**config.mk**
```make
export PLATFORM = sky130hd
export DESIGN_NAME = regex_postfix_to_nfa_builder_unit
export DESIGN_NICKNAME = d
export VERILOG_FILES = /design/src/rtl/core/rnfa_pkg.sv /design/src/rtl/core/rnfa_in_buf.sv /design/src/rtl/core/rnfa_core.sv /design/src/rtl/core/rnfa_out_q.sv /design/src/rtl/core/regex_postfix_to_nfa_builder_unit.sv
export VERILOG_INCLUDE_DIRS = /design/src /design/src/rtl/core
export SDC_FILE = /design/constraint.sdc
export NUM_CORES = 1
export LEC_CHECK = 0
export BUFFER_PORTS_ARGS = -buffer_cell sky130_fd_sc_hd__clkbuf_2
export CORE_ASPECT_RATIO = 1.2
export CORE_MARGIN = 5
export CORE_UTILIZATION = 45
export CTS_BUF_LIST = sky130_fd_sc_hd__clkbuf_2
export DETAILED_ROUTE_END_ITERATION = 12
export PLACE_DENSITY_LB_ADDON = 0.3
export SLEW_MARGIN = 0
export SYNTH_ARGS = -nofsm -noshare
export SYNTH_HDL_FRONTEND = slang
export SYNTH_HIERARCHICAL = 1
export SYNTH_SLANG_ARGS = --single-unit
```
**constraint.sdc**
```tcl
create_clock -name clk -period 6.3 [get_ports clk]
set_input_delay 1.26 -clock clk [delete_from_list [all_inputs] [get_ports clk]]
set_output_delay 1.26 -clock clk [all_outputs]
set_load 0.005 [all_outputs]
```
**src/rtl/core/regex_postfix_to_nfa_builder_unit_assert.svh**
```systemverilog
// Assertion macros shared by the NFA builder RTL.
// No dependencies; included by files that carry concurrent assertions.
`ifndef REGEX_POSTFIX_TO_NFA_BUILDER_UNIT_ASSERT_SVH
`define REGEX_POSTFIX_TO_NFA_BUILDER_UNIT_ASSERT_SVH

`ifndef NO_ASSERTIONS
`define RNFA_ASSERT(lbl, clk, rst_n, prop, msg) \
  lbl: assert property (@(posedge clk) disable iff (!rst_n) prop) else $error(msg);
`define RNFA_ASSERT_ALWAYS(lbl, clk, prop, msg) \
  lbl: assert property (@(posedge clk) prop) else $error(msg);
`else
`define RNFA_ASSERT(lbl, clk, rst_n, prop, msg)
`define RNFA_ASSERT_ALWAYS(lbl, clk, prop, msg)
`endif

`endif

```
**src/rtl/core/rnfa_pkg.sv**
```systemverilog
// Types and constants for the postfix-regex to NFA builder.
// No dependencies; imported by every module of the block.
package rnfa_pkg;

  localparam int ST_W    = 8;
  localparam int SYM_W   = 8;
  localparam int MAX_RES = 5;
  localparam int RCNT_W  = 3;

  typedef enum logic [1:0] {
    OP_SYMBOL = 2'd0,
    OP_STAR   = 2'd1,
    OP_CONCAT = 2'd2,
    OP_UNION  = 2'd3
  } op_t;

  typedef enum logic [1:0] {
    KIND_EDGE  = 2'd0,
    KIND_DONE  = 2'd1,
    KIND_ERROR = 2'd2
  } kind_t;

  typedef enum logic [1:0] {
    ERR_UNDERFLOW = 2'd0,
    ERR_OVERFLOW  = 2'd1,
    ERR_STATES    = 2'd2,
    ERR_LEFTOVER  = 2'd3
  } err_t;

  typedef struct packed {
    op_t              operation;
    logic [SYM_W-1:0] symbol_code;
    logic             end_of_expression;
  } in_t;

  typedef struct packed {
    kind_t            result_kind;
    logic [ST_W-1:0]  from_state;
    logic [ST_W-1:0]  to_state;
    logic             is_epsilon;
    logic [SYM_W-1:0] edge_symbol;
    err_t             error_code;
    logic             last_of_run;
  } out_t;

  typedef struct packed {
    logic [ST_W-1:0] start_st;
    logic [ST_W-1:0] end_st;
  } frag_t;

  typedef struct packed {
    logic                    load;
    logic [RCNT_W-1:0]       cnt;
    out_t [MAX_RES-1:0]      res;
  } batch_t;

endpackage

```
**src/rtl/core/rnfa_in_buf.sv**
```systemverilog
// Two-entry input queue for token beats.
// Depends on rnfa_pkg; ready is decoded from the registered entry count alone.
module rnfa_in_buf (
  input  logic          clk,
  input  logic          rst_n,
  input  logic          in_valid,
  output logic          in_ready,
  input  rnfa_pkg::in_t in_data,
  output logic          head_valid,
  output rnfa_pkg::in_t head_data,
  input  logic          head_take
);
  import rnfa_pkg::*;

  in_t        ent_r [2];
  logic       wr_ptr_r, wr_ptr_nxt;
  logic       rd_ptr_r, rd_ptr_nxt;
  logic [1:0] cnt_r, cnt_nxt;
  logic       push, pop;

  assign in_ready   = (cnt_r != 2'd2);
  assign head_valid = (cnt_r != 2'd0);
  assign head_data  = ent_r[rd_ptr_r];
  assign push       = in_valid && in_ready;
  assign pop        = head_take && head_valid;

  always_comb begin
    wr_ptr_nxt = push ? ~wr_ptr_r : wr_ptr_r;
    rd_ptr_nxt = pop ? ~rd_ptr_r : rd_ptr_r;
    case ({push, pop})
      2'b10:   cnt_nxt = cnt_r + 2'd1;
      2'b01:   cnt_nxt = cnt_r - 2'd1;
      default: cnt_nxt = cnt_r;
    endcase
  end

  always_ff @(posedge clk) begin
    if (!rst_n) begin
      wr_ptr_r <= 1'b0;
      rd_ptr_r <= 1'b0;
      cnt_r    <= 2'd0;
    end else begin
      wr_ptr_r <= wr_ptr_nxt;
      rd_ptr_r <= rd_ptr_nxt;
      cnt_r    <= cnt_nxt;
    end
  end

  always_ff @(posedge clk) begin
    if (push) begin
      ent_r[wr_ptr_r] <= in_data;
    end
  end

endmodule

```
**src/rtl/core/rnfa_core.sv**
```systemverilog
// Thompson construction step: fragment stack, state counter, result batch.
// Depends on rnfa_pkg and the assertion macro header.
`include "regex_postfix_to_nfa_builder_unit_assert.svh"

module rnfa_core #(
  parameter int STACK_DEPTH = 32,
  parameter int STATE_LIMIT = 256
) (
  input  logic             clk,
  input  logic             rst_n,
  input  logic             head_valid,
  input  rnfa_pkg::in_t    head_data,
  output logic             head_take,
  input  logic             load_ok,
  output rnfa_pkg::batch_t batch
);
  import rnfa_pkg::*;

  localparam int LW = $clog2(STACK_DEPTH + 1);
  localparam int AW = $clog2(STACK_DEPTH);
  localparam int NW = $clog2(STATE_LIMIT + 1);

  frag_t             mem [STACK_DEPTH];
  frag_t             t0_r, t1_r, t2_r;
  frag_t             t0_nxt, t1_nxt, t2_nxt;
  logic [LW-1:0]     level_r, level_nxt, lvl_new;
  logic [NW-1:0]     next_r, next_nxt;
  logic              take, t2_load, wr_en, rd_ok;
  logic [AW-1:0]     rd_addr, wr_addr;
  logic [ST_W-1:0]   n1, n2;
  frag_t             fa, fb, top;
  logic              under, over, exhaust;
  op_t               op;
  out_t [MAX_RES-1:0] res;
  logic [RCNT_W-1:0] cnt;

  function automatic out_t mk_edge(logic [ST_W-1:0] f, logic [ST_W-1:0] t,
                                   logic eps, logic [SYM_W-1:0] s);
    out_t r;
    r             = '0;
    r.result_kind = KIND_EDGE;
    r.from_state  = f;
    r.to_state    = t;
    r.is_epsilon  = eps;
    r.edge_symbol = s;
    return r;
  endfunction

  function automatic out_t mk_err(err_t c);
    out_t r;
    r             = '0;
    r.result_kind = KIND_ERROR;
    r.error_code  = c;
    return r;
  endfunction

  function automatic out_t mk_done(frag_t f);
    out_t r;
    r             = '0;
    r.result_kind = KIND_DONE;
    r.from_state  = f.start_st;
    r.to_state    = f.end_st;
    return r;
  endfunction

  assign take       = head_valid && load_ok;
  assign head_take  = take;
  assign batch.load = take;
  assign batch.cnt  = cnt;
  assign batch.res  = res;

  always_comb begin
    op      = head_data.operation;
    n1      = ST_W'(next_r);
    n2      = n1 + ST_W'(1);
    fa      = (op == OP_STAR) ? t0_r : t1_r;
    fb      = t0_r;
    under   = ((op == OP_STAR) && (level_r == '0)) ||
              (((op == OP_CONCAT) || (op == OP_UNION)) && (level_r < LW'(2)));
    over    = (op == OP_SYMBOL) && (level_r == LW'(STACK_DEPTH));
    exhaust = (op != OP_CONCAT) && (next_r > NW'(STATE_LIMIT - 2));
    rd_ok   = (int'(level_r) >= 4);
    rd_addr = AW'(int'(level_r) - 4);

    res       = '0;
    cnt       = '0;
    level_nxt = level_r;
    lvl_new   = level_r;
    next_nxt  = next_r;
    t0_nxt    = t0_r;
    t1_nxt    = t1_r;
    t2_nxt    = t2_r;
    t2_load   = 1'b0;
    wr_en     = 1'b0;
    top       = t0_r;

    if (under || over || exhaust) begin
      res[0]    = mk_err(under ? ERR_UNDERFLOW : (over ? ERR_OVERFLOW : ERR_STATES));
      cnt       = RCNT_W'(1);
      level_nxt = '0;
      next_nxt  = '0;
    end else begin
      if (op != OP_CONCAT) begin
        next_nxt = next_r + NW'(2);
      end
      unique case (op)
        OP_SYMBOL: begin
          res[0]  = mk_edge(n1, n2, 1'b0, head_data.symbol_code);
          cnt     = RCNT_W'(1);
          top     = '{start_st: n1, end_st: n2};
          lvl_new = level_r + LW'(1);
          t1_nxt  = t0_r;
          t2_nxt  = t1_r;
        end
        OP_STAR: begin
          res[0] = mk_edge(n1, fa.start_st, 1'b1, '0);
          res[1] = mk_edge(n1, n2, 1'b1, '0);
          res[2] = mk_edge(fa.end_st, fa.start_st, 1'b1, '0);
          res[3] = mk_edge(fa.end_st, n2, 1'b1, '0);
          cnt    = RCNT_W'(4);
          top    = '{start_st: n1, end_st: n2};
        end
        OP_CONCAT: begin
          res[0]  = mk_edge(fa.end_st, fb.start_st, 1'b1, '0);
          cnt     = RCNT_W'(1);
          top     = '{start_st: fa.start_st, end_st: fb.end_st};
          lvl_new = level_r - LW'(1);
          t1_nxt  = t2_r;
          t2_load = 1'b1;
        end
        OP_UNION: begin
          res[0]  = mk_edge(n1, fa.start_st, 1'b1, '0);
          res[1]  = mk_edge(n1, fb.start_st, 1'b1, '0);
          res[2]  = mk_edge(fa.end_st, n2, 1'b1, '0);
          res[3]  = mk_edge(fb.end_st, n2, 1'b1, '0);
          cnt     = RCNT_W'(4);
          top     = '{start_st: n1, end_st: n2};
          lvl_new = level_r - LW'(1);
          t1_nxt  = t2_r;
          t2_load = 1'b1;
        end
      endcase
      t0_nxt    = top;
      wr_en     = 1'b1;
      level_nxt = lvl_new;
      if (head_data.end_of_expression) begin
        if (lvl_new == LW'(1)) begin
          res[cnt] = mk_done(top);
        end else begin
          res[cnt] = mk_err(ERR_LEFTOVER);
        end
        cnt       = cnt + RCNT_W'(1);
        level_nxt = '0;
        next_nxt  = '0;
      end
    end
    wr_addr = AW'(int'(lvl_new) - 1);
    res[cnt - RCNT_W'(1)].last_of_run = 1'b1;
  end

  always_ff @(posedge clk) begin
    if (!rst_n) begin
      level_r <= '0;
      next_r  <= '0;
    end else if (take) begin
      level_r <= level_nxt;
      next_r  <= next_nxt;
    end
  end

  always_ff @(posedge clk) begin
    if (take) begin
      t0_r <= t0_nxt;
      t1_r <= t1_nxt;
      if (t2_load) begin
        if (rd_ok) begin
          t2_r <= mem[rd_addr];
        end
      end else begin
        t2_r <= t2_nxt;
      end
      if (wr_en) begin
        mem[wr_addr] <= t0_nxt;
      end
    end
  end

  `RNFA_ASSERT_ALWAYS(a_reset_clear, clk, !rst_n |=> (level_r == '0) && (next_r == '0), "reset did not clear state")
  `RNFA_ASSERT(a_level_bound, clk, rst_n, level_r <= LW'(STACK_DEPTH), "stack level past depth")
  `RNFA_ASSERT(a_err_clears, clk, rst_n, take && (batch.res[0].result_kind == KIND_ERROR) |=> (level_r == '0) && (next_r == '0), "error did not clear state")
  `RNFA_ASSERT(a_cnt_range, clk, rst_n, take |-> (batch.cnt != '0) && (batch.cnt <= RCNT_W'(MAX_RES)), "bad result count")
  `RNFA_ASSERT(a_idle_hold, clk, rst_n, !take |=> $stable(level_r) && $stable(next_r), "state moved without a token")

endmodule

```
**src/rtl/core/rnfa_out_q.sv**
```systemverilog
// Result queue: holds one token's results and shifts them out a beat at a time.
// Depends on rnfa_pkg; fed by rnfa_core.
module rnfa_out_q (
  input  logic             clk,
  input  logic             rst_n,
  input  rnfa_pkg::batch_t batch,
  output logic             load_ok,
  output logic             out_valid,
  input  logic             out_ready,
  output rnfa_pkg::out_t   out_data
);
  import rnfa_pkg::*;

  out_t              res_r [MAX_RES];
  logic [RCNT_W-1:0] cnt_r;
  logic              pop;

  assign out_valid = (cnt_r != '0);
  assign out_data  = res_r[0];
  assign pop       = out_valid && out_ready;
  assign load_ok   = (cnt_r == '0) || ((cnt_r == RCNT_W'(1)) && out_ready);

  always_ff @(posedge clk) begin
    if (!rst_n) begin
      cnt_r <= '0;
    end else if (batch.load) begin
      cnt_r <= batch.cnt;
    end else if (pop) begin
      cnt_r <= cnt_r - RCNT_W'(1);
    end
  end

  always_ff @(posedge clk) begin
    if (batch.load) begin
      for (int i = 0; i < MAX_RES; i++) begin
        res_r[i] <= batch.res[i];
      end
    end else if (pop) begin
      for (int i = 0; i < MAX_RES - 1; i++) begin
        res_r[i] <= res_r[i + 1];
      end
    end
  end

endmodule

```
**src/rtl/core/regex_postfix_to_nfa_builder_unit.sv**
```systemverilog
// Postfix regular expression to epsilon-NFA edge stream (Thompson construction).
// Depends on rnfa_pkg, rnfa_in_buf, rnfa_core and rnfa_out_q.
// Each token causes results that all leave on the one result port: one for a
// symbol or concatenation, four for a star or union, plus one for the done or
// leftover result on the last token; an error causes one. Tokens enter a
// two-entry queue, one per cycle while it is not full, and each token's stack
// update is registered when the token is taken, so consecutive tokens stream
// with no gaps between results. State numbers wrap modulo 256 on the outputs.
module regex_postfix_to_nfa_builder_unit #(
  parameter int STACK_DEPTH = 32,
  parameter int STATE_LIMIT = 256
) (
  input  logic           clk,
  input  logic           rst_n,
  input  logic           in_valid,
  output logic           in_ready,
  input  rnfa_pkg::in_t  in_data,
  output logic           out_valid,
  input  logic           out_ready,
  output rnfa_pkg::out_t out_data
);
  import rnfa_pkg::*;

  logic   head_valid, head_take, load_ok;
  in_t    head_data;
  batch_t batch;

  rnfa_in_buf u_in_buf (
    .clk        (clk),
    .rst_n      (rst_n),
    .in_valid   (in_valid),
    .in_ready   (in_ready),
    .in_data    (in_data),
    .head_valid (head_valid),
    .head_data  (head_data),
    .head_take  (head_take)
  );

  rnfa_core #(
    .STACK_DEPTH (STACK_DEPTH),
    .STATE_LIMIT (STATE_LIMIT)
  ) u_core (
    .clk        (clk),
    .rst_n      (rst_n),
    .head_valid (head_valid),
    .head_data  (head_data),
    .head_take  (head_take),
    .load_ok    (load_ok),
    .batch      (batch)
  );

  rnfa_out_q u_out_q (
    .clk       (clk),
    .rst_n     (rst_n),
    .batch     (batch),
    .load_ok   (load_ok),
    .out_valid (out_valid),
    .out_ready (out_ready),
    .out_data  (out_data)
  );

endmodule
```
Word level (Yosys, flattened, before mapping) --
Memory sizes are Yosys's and may differ from the RTL's. A register that Yosys moved wholly into a read port is not among the register bits. Cells that the tools add are included. W data, S select, Z words.
Storage, ports and cells: memories kept 3, register bits after elaboration 70, memory bits (writable) 684, logic and storage cells 146
Memory list:
- u_core.mem | depth 32, width 16, read ports 1, clocked after Yosys merged registers in 0, write ports 1, line rnfa_core.sv:23 | frag_t mem [STACK_DEPTH];
- u_out_q.res_r | depth 5, width 30, read ports 5, clocked after Yosys merged registers in 0, write ports 5, line rnfa_out_q.sv:14 | out_t res_r [MAX_RES];
- u_in_buf.ent_r | depth 2, width 11, read ports 1, clocked after Yosys merged registers in 1, write ports 1, line rnfa_in_buf.sv:15 | in_t ent_r [2];
Operators by class: eq/ne operators 12, reductions and logical operators 33, bitwise logic cells 10, $add $sub $neg 11, $lt $le $gt $ge 7, multiplexer cells 58
Operators by type and width (count):
- $bwmux W150 | 2
- $mux W150 | 2
- $mux W30 | 7
- $demux W30 S3 | 2
- $pmux W88 S2 | 1
- $and A108 B135 Y135 | 1
- $not A135 Y135 | 1
- $mux W120 | 1
- $mux W16 | 7
- $mux W90 | 1
- $pmux W30 S3 | 1
- $pmux W16 S2 | 2
- $mux W9 | 3
- $mux W6 | 3
- $mux W1 | 15
- $mux W3 | 5
- $or A12 B15 Y15 | 1
- $pmux W6 S2 | 1
- $logic_and A1 B1 Y1 | 11
- $reduce_bool A2 Y1 | 5
- $add A9 B2 Y9 const B | 1
- $gt A9 B8 Y1 const B | 1
- $add A8 B1 Y8 const B | 1
- $lt A3 B4 Y1 const B | 2
- 34 further kinds | 54

Depth between registers and ports, before layout --
word-level depth 18, mapped depth 15, depth with buffers taken out 11

Cells and area by module --
The synthesis kept the hierarchy.
By module, submodules not included:
- rnfa_core | area each 24472.2 sq um, cells each 1387, instances 1
- rnfa_out_q | area each 6820.3 sq um, cells each 342, instances 1
- rnfa_in_buf | area each 1024.7 sq um, cells each 58, instances 1

Least setup slack after synthesis --
No wires, ideal clock.
path kind input -> register, start input port out_ready, end memory u_out_q/res_r[0][0] in the netlist's numbering, enable pin, data required time 5.238 ns, setup slack 0.520 ns, stages on the path 7, data arrival time 4.718 ns, cell sequence a21oi_1 -> nor2_1 -> nand2_1 -> clkinv_1 -> buf_4 -> inv_1 -> nand2_1
RTL lines:
- from (decl) | line regex_postfix_to_nfa_builder_unit.sv:19 | input logic out_ready,
- to (decl) | line rnfa_out_q.sv:14

==> results.sh <==
export IMPL_r2r_slack_ns=1.92
export IMPL_drt_total_wl_um=67700
export IMPL_peakVddDrop_v=0.000210
export IMPL_power_density_nw_per_um2=429
export IMPL_avgViaCountPerCell=5.52
export IMPL_ioPinCount=47
export IMPL_synth_adder_area_share_pct=0.604
export IMPL_synth_seq_area_share_pct=69.4
export IMPL_portBuffers=46
export IMPL_p_sw_share_pct=33.4
export IMPL_dieArea_um2=77300
export IMPL_synth_top_family_by_area="multiplexers"
export IMPL_synth_xor_area_share_pct=0.503
export IMPL_hold_path_endpoint="u_in_buf/ent_r[1][0]"
export IMPL_instances_no_fill=2980
export IMPL_grt_max_degree=113
export IMPL_netlist_area_um2=32300
export IMPL_leakagePower_nw=12.1
export IMPL_layout_min_cycle_time_ns=4.38
export IMPL_area_growth_synth_to_final_pct=8.16
export IMPL_floorplan_initialDensity_pct=45.5
export IMPL_p_seq_share_pct=50.4
export IMPL_nets=1968
export IMPL_gr_usage_all_layers_pct=17.7
export IMPL_synth_edff_count=732
export IMPL_dpl_cell_count=2679
export IMPL_reg2reg_depth=10
export IMPL_cts_htree_levels=4
export IMPL_finClkSkew_ns=0.103
export IMPL_p_int_mw=9.97
export IMPL_worstPathRequired_ns=7.48
export IMPL_cap_violations=0
export IMPL_clk_path_buf_depth=3
export IMPL_synth_area_per_cell_um2=18.1
export IMPL_startpoint_type="register"
export IMPL_rsz0062_at_grt="no"
export IMPL_root_buffer="clkbuf_2"
export IMPL_whs_path_depth=1
export IMPL_status="finished clean"
export IMPL_relSlewSlack_pct=27.0
export IMPL_power_frac_clock_pct=20.0
export IMPL_fillers=5917
export IMPL_worstSkewPairLatency_ns=1.34
export IMPL_vias=16400
export IMPL_async_reset_ff_share_pct=0
export IMPL_layout_commonest_cell="edfxtp_1"
export IMPL_endpoint_kind="register"
export IMPL_yosys_warnings=6
export IMPL_grt_pass1_vias=16700
export IMPL_tns_ns=0
export IMPL_ys_types=74
export IMPL_post_cts_resized=0
export IMPL_ys_ff_latch=754
export IMPL_finalSetupViolations=0
export IMPL_synthCells=1787
export IMPL_synth_compound_area_share_pct=2.80
export IMPL_rr_endpoint="u_out_q/res_r[0][45]"
export IMPL_layout_drive_gt1_share_pct=34.7
export IMPL_num_rows=107
export IMPL_hpwl_um=41900
export IMPL_finalHoldViolCount=0
export IMPL_die_h_um=304
export IMPL_synthMuxAreaShare_pct=18.1
export IMPL_initialDrtViolationCount=1429
export IMPL_hp_class="input pin to register"
export IMPL_clkSlewWorstSetupHoldPaths_ns=0.10
export IMPL_grt_pass1_wl_um=103000
export IMPL_routabilityCongestion=0.804
export IMPL_final_period_utilization_pct=69.5
export IMPL_synthFlopType="edfxtp_1"
export IMPL_fp_coreArea_um2=71100
export IMPL_yosys_area_share_simple_pct=4.93
export IMPL_crit_type="register to register"
export IMPL_cts_tree="built"
export IMPL_min_delay_start="in_data[0]"
export IMPL_drc=0
export IMPL_wl_per_cell_um=22.7
export IMPL_slew_violations=0
export IMPL_layout_common_cells="edfxtp_1 (732), clkbuf_2 (291), mux4_2 (160), nand2_1 (121), mux2_4 (100)"
export IMPL_fmax_mhz=229
export IMPL_seq_area_um2=22400
export IMPL_clock_sinks=754
export IMPL_antenna_found_initial=2
export IMPL_antenna_left=0
export IMPL_dieWidth_um=255
export IMPL_critPathMaxFanout=51
export IMPL_power_switching_mw=5.01
export IMPL_pwr_share_comb_pct=29.7
export IMPL_dr_pass1_iters=5
export IMPL_multi_input_area_um2=8990
export IMPL_tightestPinTransition_ns=1.09
export IMPL_gr_total_overflow=0
export IMPL_cts_made_buffers=173
export IMPL_arrival_ns=5.55
-- Yosys cell counts, drive strengths merged, types with 21 or more instances --
cell type	number	share of area [%]
edfxtp	732	68
mux4	160	11
mux2	146	6.2
buf	128	2.8
nand2	122	1.4
nor2	76	0.89
a21oi	58	0.93
clkbuf	51	0.59
and3	42	0.81
o21ai	35	0.55
nand3	24	0.40
dfxtp	22	1.4
mux2i	21	0.70
-- worst max-delay path by stage --
| stage | endpoint | slack, ns | startpoint |
|---|---|---|---|
| finish | u_out_q/res_r[0][45] | 1.92 | register |
| global route | u_out_q/res_r[0][47] | 1.73 | register |
| CTS | u_out_q/res_r[0][45] | 1.91 | register |
| detailed placement | u_out_q/res_r[0][15] | 1.78 | out_ready |
| global placement | u_out_q/res_r[0][12] | 1.73 | out_ready |
| floorplan | u_out_q/res_r[0][0] | 0.52 | out_ready |
-- layout make-up --
| type | instances | share of cell area [%] |
|---|---|---|
| repair buffers | 113 | 2.24 |
| flip-flops and latches | 754 | 64.2 |
| inverters | 20 | 0.215 |
| multi-input cells | 876 | 25.7 |
| well taps | 926 | 3.31 |
| clock buffers | 245 | 3.51 |
| clock inverters | 43 | 0.798 |
| diodes | 3 | 0.0215 |
-- routing by layer --
| metal | vias up | GRT usage, % | wire length, um |
|---|---|---|---|
| met5 | - | 0 | 0 |
| met4 | 0 | 6.46 | 2040 |
| met3 | 106 | 4.41 | 4280 |
| met2 | 592 | 27.8 | 32600 |
| met1 | 8396 | 24.3 | 28800 |
| li1 | 7348 | - | - |
-- power groups by stage --
stage	Sequential [mW]	Combinational [mW]	Clock, mW
detailed placement	7.67	4.49	0
CTS	7.56	4.50	3.14
global placement	7.64	4.36	0
global route	7.62	4.81	3.40
floorplan	7.59	3.23	0
finish	7.54	4.45	2.99
-- flip-flops by register name (all words and copies together) (netlist names), 2 cells and up, named ones only --
register        count
u_core/level_r      6
u_core/fb          16
u_core/next_r       8
u_core/t2_r        16
u_out_q/res_r     150
u_core/t1_r        16
u_core/mem        512
u_in_buf/cnt_r      2
u_out_q/cnt_r       3
u_in_buf/ent_r     22
-- what timing repair did --
| item | 4_1_cts | 5_1_grt |
|---|---|---|
| endpoints found under the hold margin | 20 | 0 |
| hold buffers | 10 | 0 |
| setup buffers | 0 | 0 |
| endpoints found under the setup margin | 0 | 0 |
-- critical path: stages (launching register included) --
cell and delay [ns]:
dfxtp_1 0.74, mux2_2 0.53, buf_4 0.35, nor2_1 0.69, nor3b_1 0.14, o21bai_1 0.22
nand4b_1 0.24, and2b_1 0.31, nand3_1 0.35, o31ai_1 0.51, mux2_4 0.23
-- through the flow --
stage	total power [mW]	util [%]	setup WS [ns]	area [um2]	hold slack, ns
floorplan	10.8	-	0.520	32500	0.437
global placement	12.0	46.9	1.73	33300	0.454
detailed placement	12.2	46.9	1.78	33300	0.494
CTS	15.2	49.2	1.91	34900	0.0215
global route	15.8	49.2	1.73	35000	0.0805
finish	15.0	49.2	1.92	35000	0.252
-- cells by family (layout without fill, tap and decap cells) --
group / after synthesis / after routing
adder cells (fa/ha/maj): 15 / 15
XOR/XNOR: 17 / 17
buffers and inverters: 199 / 421
multiplexers: 327 / 327
AND/OR/NAND/NOR: 330 / 330
flip-flops: 754 / 754
AO/OA/AOI/OAI: 144 / 144
other: 1 / 46
No activity file was read; power rests on OpenSTA's default activity.
